## src/sv/rhs_pkg.sv

```systemverilog
// Shared types and constants for the random hyperplane signature block.
// Used by rhs_ctrl, rhs_datapath and random_hyperplane_signature.
package rhs_pkg;

  // Sizing
  localparam int MAX_DIM     = 64;
  localparam int MAX_TABLES  = 8;
  localparam int MAX_BITS    = 16;
  localparam int ACC_COUNT   = MAX_TABLES * MAX_BITS;
  localparam int STORE_DEPTH = ACC_COUNT * MAX_DIM;

  localparam int TBL_W   = $clog2(MAX_TABLES);
  localparam int BIT_W   = $clog2(MAX_BITS);
  localparam int DIM_W   = $clog2(MAX_DIM);
  localparam int ACC_W   = $clog2(ACC_COUNT);
  localparam int ADDR_W  = $clog2(STORE_DEPTH);
  localparam int LEN_W   = 7;
  localparam int NT_W    = 4;
  localparam int NB_W    = 5;
  localparam int CFG_W   = 7;
  localparam int CIDX_W  = 2;
  localparam int DATA_W  = 16;
  localparam int PROD_W  = 32;
  localparam int SUM_W   = 40;
  localparam int SIG_W   = 16;

  // Operation codes
  localparam logic OP_LOAD_COEF = 1'b0;
  localparam logic OP_ELEMENT   = 1'b1;

  // Register indexes
  localparam logic [CIDX_W-1:0] CFG_VECTOR_LENGTH = 2'd0;
  localparam logic [CIDX_W-1:0] CFG_TABLES_IN_USE = 2'd1;
  localparam logic [CIDX_W-1:0] CFG_BITS_IN_USE   = 2'd2;

  typedef enum logic [1:0] {
    S_IDLE,
    S_SWEEP,
    S_DRAIN,
    S_EMIT
  } rhs_state_t;

  // Controller to datapath
  typedef struct packed {
    logic load_coef;   // write one coefficient
    logic start_elem;  // latch element, rewind accumulator index
    logic issue;       // read one coefficient/accumulator pair
    logic step_count;  // advance or wrap the element count
    logic emit;        // load one signature into the output register
    logic clear_acc;   // drop all accumulator contents
  } rhs_cmd_t;

  // Datapath to controller
  typedef struct packed {
    logic sweep_last;
    logic pipe_busy;
    logic vec_done;
    logic tbl_last;
    logic out_free;
  } rhs_sts_t;

endpackage

```

## src/sv/rhs_ctrl.sv

```systemverilog
// Sequencer for the random hyperplane signature block.
// Depends on rhs_pkg for the state, command and status types.
module rhs_ctrl (
  input  logic              clk,
  input  logic              rst_n,
  input  logic              in_valid,
  input  logic              in_op,
  output logic              in_ready,
  input  rhs_pkg::rhs_sts_t sts,
  output rhs_pkg::rhs_cmd_t cmd
);
  import rhs_pkg::*;

  rhs_state_t state_r, state_nxt;

  // Advance state
  always_ff @(posedge clk) begin
    if (!rst_n) begin
      state_r <= S_IDLE;
    end else begin
      state_r <= state_nxt;
    end
  end

  // Next state
  always_comb begin
    state_nxt = state_r;
    unique case (state_r)
      S_IDLE: begin
        if (in_valid && in_op == OP_ELEMENT) state_nxt = S_SWEEP;
      end
      S_SWEEP: begin
        if (sts.sweep_last) state_nxt = S_DRAIN;
      end
      S_DRAIN: begin
        if (!sts.pipe_busy) state_nxt = sts.vec_done ? S_EMIT : S_IDLE;
      end
      S_EMIT: begin
        if (sts.out_free && sts.tbl_last) state_nxt = S_IDLE;
      end
    endcase
  end

  // Commands
  always_comb begin
    cmd      = '0;
    in_ready = 1'b0;
    unique case (state_r)
      S_IDLE: begin
        in_ready       = 1'b1;
        cmd.load_coef  = in_valid && in_op == OP_LOAD_COEF;
        cmd.start_elem = in_valid && in_op == OP_ELEMENT;
      end
      S_SWEEP: begin
        cmd.issue = 1'b1;
      end
      S_DRAIN: begin
        cmd.step_count = !sts.pipe_busy;
      end
      S_EMIT: begin
        cmd.emit      = sts.out_free;
        cmd.clear_acc = sts.out_free && sts.tbl_last;
      end
    endcase
  end

endmodule

```

## config.mk

```make
export PLATFORM = sky130hd
export DESIGN_NAME = rhs_ctrl
export DESIGN_NICKNAME = d
export VERILOG_FILES = /design/src/sv/rhs_pkg.sv /design/src/sv/rhs_ctrl.sv
export SDC_FILE = /design/constraint.sdc
export NUM_CORES = 1
export LEC_CHECK = 0
export BUFFER_PORTS_ARGS = -buffer_cell sky130_fd_sc_hd__buf_2
export CORE_AREA = 4 4 41 43
export DETAILED_ROUTE_END_ITERATION = 7
export DIE_AREA = 0 0 45 47
export SLEW_MARGIN = 20
export SYNTH_ARGS = -nofsm -noshare
export SYNTH_HDL_FRONTEND = slang
export SYNTH_SLANG_ARGS = --single-unit
```

## constraint.sdc

```tcl
create_clock -name clk -period 1.36 [get_ports clk]
set_clock_uncertainty 0.05 [all_clocks]
set_input_delay 0.204 -clock clk [delete_from_list [all_inputs] [get_ports clk]]
set_output_delay 0.204 -clock clk [all_outputs]
set_load 0.05 [all_outputs]
```

### Word-level counts from Yosys, hierarchy flattened

Cells that the tools add are included.

* register bits: 2
* input bits: 9
* output and inout bits: 7

* bitwise gates (word level): 1
* mux-type cells: 11
* equal/unequal tests: 7
* reductions and logical operators: 6

Operators by type and width (number)
* 2-bit 2-to-1 mux: 7
* 2-bit != test, second input constant: 4
* 2-bit one-hot mux with 4 select lines: 1
* 2-bit == test, second input constant: 2
* 4-bit AND reduction: 1
* 1-bit logical AND: 3
* 1-bit 2-to-1 mux: 3
* 2-bit by 1-bit == test with 1-bit output, second input constant: 1
* 2-bit zero test: 1
* 1-bit zero test: 1
* 1-bit inverter: 1

### Longest topological paths before layout

Gate-level depths: netlist (run 1).

* depth in word-level cells: 3
* depth in mapped cells: 4

### Worst setup path before layout (run 1)

Ideal clock, no wire load.

* path kind: register -> output
* start point: register state_r[0]
* end point: output cmd[5] (netlist name)
* data arrival time: 1906 ps
* cell stages (with the launch flop): 5
* path slack: -800 ps
* required time: 1106 ps
* path buffers: 1
* path through: dfxtp_1 -> buf_6 -> nor2_1 -> nand2_1 -> nor2_1

RTL lines
* from (decl): line rhs_ctrl.sv:14 `rhs_state_t state_r, state_nxt;`
* from (signal assigned): line rhs_ctrl.sv:21 `state_r <= state_nxt;`
* to (decl): line rhs_ctrl.sv:10 `output rhs_pkg::rhs_cmd_t cmd`

==> summary.txt, run 1 <==
Overflow after GRT - 0
Final instance area - 392.9 sq um
Detailed router's first-iteration violation count - 0
Failing checks - setup timing
Pleak - 0.0002072 uW
Cells after Synth - 24
Area delta synth->final - 112.2%
Data arrival time of the critical path - 1.11 ns
RSZ-0062 raised after global routing - yes
Worst skew pair latency - 0.22 ns
Final cell count without fillers - 60
CTS clock-pin slew for the worst setup and hold paths - 0.03 ns
Least-Margin Pin Slew - 0.2504 ns
WS Path Type - reg2out
Synthesized net count - 33
Clock root buffer - clkbuf_4
Largest area contributor in the netlist - dfxtp_1
Max-Cap Viols - 0
Cells after DPL - 55
# DRC - 0
Initial core utilization - 14.23%
Gpl congestion - 0.6604
Post-synth EDFFs - 0
Die Width - 45 um
Max FFs per register - 2
Number of global-route vias before repair - 266
Post-synth top flop - dfxtp_1
Max-slew violation count - 0
Synth warn - 0
Crit. End Element - primary output
Largest register by flop count - state_r
Max transition margin - 83.42%
Initial DRT Pass Iterations - 1
Sequential area share after synthesis - 21.62%
Status - complete, but fails checks
Core area - 0.001301 sq mm
Worst setup margin - -0.002395 ns
DR vias - 243
TritonCTS clock tree - yes
Worst min path class - in2reg
F_max - 0.7340 GHz
Post-Syn Area - 185.2 sq um
Tmin final - 1.362 ns
H-tree depth - 1
CTS Buf Count - 3
Detail Route Antenna Nets - 0
Global-route wire length before repair - 903 um
Clock Path Buffers - 2
Peak VDD IR - 0.5220 mV
Crit path max fanout - 5
Die Ht - 47 um
Final WL - 580 um
Synth top area share - 21.62%
Ys async rst share - 0%
FP Rows - 13
Die ar. - 0.002115 sq mm
Wire per inst - 9.667 um
IO Pins - 16
CP startpoint kind - register
Biggest regs - state_r x2
Gr usage total - 5.994%
Largest net degree at the start of global routing - 6
Avg Cell Area, Syn - 7.716 sq um
DP Area - 304.0 sq um
Port-buffer cells - 15
Layout cell share with drive strength beyond 1 - 71.11%
Avg Vias per Cell - 4.050
Flops & latches, synth - 2
# diodes - 0
Yosys cell types - 16
Num Clock Sinks - 2
Initial antenna violation count - 0
Final setup viols - 1
Dominant cells by area after synthesis - dfxtp_1 (22%), and3_1 (10%), nand3b_1 (8.1%), buf_6 (6.1%), nand2_1 (6.1%)
Final Hold Viols - 0
Fin Setup TNS - -0.002395 ns
Power density cells - 1360 mW/mm^2
WP data required - 1.11 ns
Crit share post-route - 100.2%
Nets - 56
[report_power, final]
| group | switching [uW] | internal [uW] | leakage [uW] |
|---|---|---|---|
| Sequential | 15.2 | 74.9 | 0.0000178 |
| Combinational | 181 | 134 | 0.000176 |
| Clock | 31.4 | 97.1 | 0.0000138 |
| Total | 228 | 306 | 0.000207 |
[path summary, 6_finish.rpt]
kind / slack [ns] / from / cells after the start / end
min: 0.19 / rst_n / 2 / state_r[1]
max: -0.002 / state_r[0] / 4 / cmd[4]
max reg2reg: 0.07 / state_r[0] / 5 / state_r[1]
min reg2reg: 0.58 / state_r[0] / 3 / state_r[0]
[synth_stat cells (all sizes together), types with 2 or more instances]
master / n
and3: 3
nand2: 3
nor2: 3
dfxtp: 2
nand3b: 2
[final cells by class]
cell class | instances | area [sq um]
clock buffers | 3 | 22.52
flip-flops and latches | 2 | 47.55
fillers | 152 | 908.4
well taps | 15 | 18.77
repair buffers | 19 | 143.9
multi-input cells | 21 | 160.2
[stage by stage]
| stage | hold WS (ns) | power [uW] | setup slack (ns) | util [%] |
|---|---|---|---|---|
| after CTS | 0.1828 | 542.4 | -0.008505 | 29.33 |
| after floorplan | 0.2852 | 294.2 | -0.1369 | - |
| final | 0.1866 | 534.2 | -0.002395 | 30.19 |
| after global routing | 0.1988 | 561.2 | -0.03652 | 30.19 |
| after detailed placement | 0.4246 | 345.8 | 0.06198 | 23.37 |
| after global placement | 0.4264 | 342.8 | 0.08247 | 23.37 |
[metal layers]
layer  track usage (%)  vias to the layer above  part of all wire, %
met4             5.263                        0                    0
met1             6.109                       99                   43
li1                  -                      131                    -
met3             1.149                        0                   11
met5                 0                        -                    0
met2             10.45                       13                   47
[layout by cell type (no fill, tap or decap)]
master / instances
nor2_2: 1
and3_4: 1
buf_2: 10
and2_4: 1
and3b_1: 1
buf_6: 3
nand3b_1: 2
nor2b_2: 1
nand2b_1: 1
nor3b_2: 1
nor2_1: 1
buf_4: 4
o2bb2ai_1: 1
nand2_1: 3
mux2i_1: 1
dfxtp_4: 2
buf_8: 2
and3_1: 1
and3_2: 1
o311a_1: 1
a21oi_1: 1
clkbuf_4: 3
o21ai_2: 1
nor2_4: 1
[worst max-delay path, cell delays in order, from the launching register on]
cell,delay [ns]
dfxtp_4,0.34
buf_6,0.13
nor2_4,0.09
and3_4,0.19
buf_8,0.14
[logic make-up after synthesis]
group,synth area share [%]
AND/OR/NAND/NOR,49.33
AO/OA/AOI/OAI,17.57
flip-flops,21.62
multiplexers,5.406
buffers and inverters,6.081
[timing repair]
| action | 4_1_cts | 5_1_grt |
|---|---|---|
| pin swaps | 1 | 1 |
| hold buffers | 0 | 0 |
| setup buffers | 2 | 0 |
| endpoints found under the hold margin | 0 | 0 |
| resized for setup | 14 | 4 |
| endpoints found under the setup margin | 7 | 4 |
Note: power is estimated with default switching activity, not from simulation.
==> run 2: changes to the inputs <==
--- a/config.mk
+++ b/config.mk
@@ -9,6 +9,7 @@
 export CORE_AREA = 4 4 41 43
 export DETAILED_ROUTE_END_ITERATION = 7
 export DIE_AREA = 0 0 45 47
+export SKIP_CTS_REPAIR_TIMING = 1
 export SLEW_MARGIN = 20
 export SYNTH_ARGS = -nofsm -noshare
 export SYNTH_HDL_FRONTEND = slang
==> run 2 against run 1 <==
  * The run still ends with setup timing left
  * Setup slack worse by 0.0065 ns
  * Count of clock-buffer cells in the layout did not move
  * Critical path depth is the same
  * Worst hold slack about the same
  * Critical path type unchanged
  * Highest routed layer unchanged
==> summary.txt, run 2 (same netlist as run 1, synthesis figures left out) <==
Status - complete, but fails checks (unchanged)
Final total power - 508.9 uW (was 534.2 uW)
Peak VDD IR - 0.5241 mV (was 0.5220 mV)
CTS Buf Count - 3 (unchanged)
WP data required - 1.11 ns (about the same)
TritonCTS clock tree - yes (unchanged)
WS Path Type - reg2out (unchanged)
Pleak - 0.0001949 uW (was 0.0002072 uW)
Worst skew pair latency - 0.22 ns (about the same)
Die Width - 45 um (unchanged)
# DRC - 0 (unchanged)
Clock power frac - 25.2% (was 24.1%)
Min-Delay Path Depth - 2 (unchanged)
NetSw - 221.6 uW (was 227.8 uW)
Die Ht - 47 um (unchanged)
Gr usage total - 5.363% (was 5.994%)
Global-route wire length before repair - 793 um (was 903 um)
Area delta synth->final - 100.0% (was 112.2%)
Final WL - 556 um (was 580 um)
Layout cell share with drive strength beyond 1 - 69.77% (was 71.11%)
RSZ-0062 raised after global routing - yes (unchanged)
Largest register by flop count - state_r (unchanged)
Crit share post-route - 100.7% (was 100.2%)
Most common cell after layout, fill and taps aside - buf_2 (unchanged)
Worst setup margin - -0.008862 ns (was -0.002395 ns)
Final setup viols - 2 (was 1)
Avg Vias per Cell - 4.017 (was 4.050)
Internal Power - 287.3 uW (was 306.4 uW)
FP Rows - 13 (unchanged)
Switching share of power - 43.55% (was 42.65%)
F_max - 0.7305 GHz (was 0.7340 GHz)
Crit. End Element - primary output (unchanged)
Initial core utilization - 14.23% (unchanged)
Port-buffer cells - 15 (unchanged)
CTS clock-pin slew for the worst setup and hold paths - 0.03 ns (about the same)
Number of global-route vias before repair - 232 (was 266)
Overflow after GRT - 0 (unchanged)
Core area - 0.001301 sq mm (unchanged)
Combinational Power Share - 56.3% (was 59.1%)
Max FFs per register - 2 (unchanged)
Detailed router's first-iteration violation count - 0 (unchanged)
Tmin final - 1.369 ns (was 1.362 ns)
Detail Route Antenna Nets - 0 (unchanged)
Nets - 54 (was 56)
Dpl ws - 0.06198 ns (unchanged)
Final Hold Viols - 0 (unchanged)
Clock Path Buffers - 2 (unchanged)
Die ar. - 0.002115 sq mm (unchanged)
Wire per inst - 9.586 um (was 9.667 um)
Max-Cap Viols - 0 (unchanged)
Num Clock Sinks - 2 (unchanged)
Crit path max fanout - 7 (was 5)
Worst min path class - in2reg (unchanged)
H-tree depth - 1 (unchanged)
Most frequent cells in the layout - buf_2 (10), buf_6 (4), nand2_1 (3), clkbuf_4 (3) (was buf_2 (10), buf_4 (4), nand2_1 (3), clkbuf_4 (3), buf_6 (3))
Power density cells - 1374 mW/mm^2 (was 1360 mW/mm^2)
Initial antenna violation count - 0 (unchanged)
Gpl congestion - 0.6604 (unchanged)
Register share of total power - 18.4% (was 16.9%)
Clock root buffer - clkbuf_4 (unchanged)
Max-slew violation count - 0 (unchanged)
IO Pins - 16 (unchanged)
DR vias - 233 (was 243)
# diodes - 0 (unchanged)
Max transition margin - 83.42% (about the same)
Largest net degree at the start of global routing - 8 (was 6)
Hold_ws - 0.1863 ns (was 0.1866 ns)
Least-Margin Pin Slew - 0.2504 ns (about the same)
Fin util - 28.46% (was 30.19%)
Failing checks - setup timing (unchanged)
Biggest regs - state_r x2 (unchanged)
Initial DRT Pass Iterations - 1 (unchanged)
Worst r2r path cells - 4 (was 5)
Data arrival time of the critical path - 1.11 ns (about the same)
CP startpoint kind - register (unchanged)
run 2: through the flow:
stage / setup TNS (ns) / area [sq um] / instances
after global routing: -0.1480 / 370.4 / 58
after floorplan: -0.3132 / 206.4 / 24
after detailed placement: 0 / 304.0 / 55
final: -0.01316 / 370.4 / 58
after global placement: 0 / 304.0 / 55
after CTS: -0.6692 / 326.6 / 58
run 2: worst max-delay path, stage by stage (launching register included):
cell and delay, ns:
dfxtp_4 0.35, buf_6 0.13, nor2_4 0.09, and3_4 0.19
buf_8 0.14
run 2: cell type report:
cell class	instances	area, sq um
Timing Repair Buffer	17	125.1
Multi-Input combinational cell	21	158.9
Sequential cell	2	45.04
Clock buffer	3	22.52
Tap cell	15	18.77
Fill cell	152	930.9
run 2: final timing paths:
check,from,to,slack (ns)
worst max-delay path,state_r[0],cmd[4],-0.009
worst min-delay path,rst_n,state_r[1],0.19
worst max register to register,state_r[0],state_r[1],0.19
worst min register to register,state_r[0],state_r[0],0.46
run 2: metal layers:
metal  part of all wire (%)  wire length, um  track usage (%)
met4                      0                0            5.263
met2                     46              253            8.192
met3                     11               62            1.149
met5                      0                0                0
met1                     43              240            6.109
run 2: power groups by stage:
| stage | registers, uW | clock network (uW) | logic, uW |
|---|---|---|---|
| 6_report | 93.8 | 128 | 287 |
| 5_1_grt | 97.0 | 139 | 304 |
| 4_1_cts | 87.9 | 137 | 258 |
| 3_5_place_dp | 88.5 | 0 | 257 |
| 3_3_place_gp | 88.5 | 0 | 254 |
| 2_1_floorplan | 80.4 | 0 | 214 |
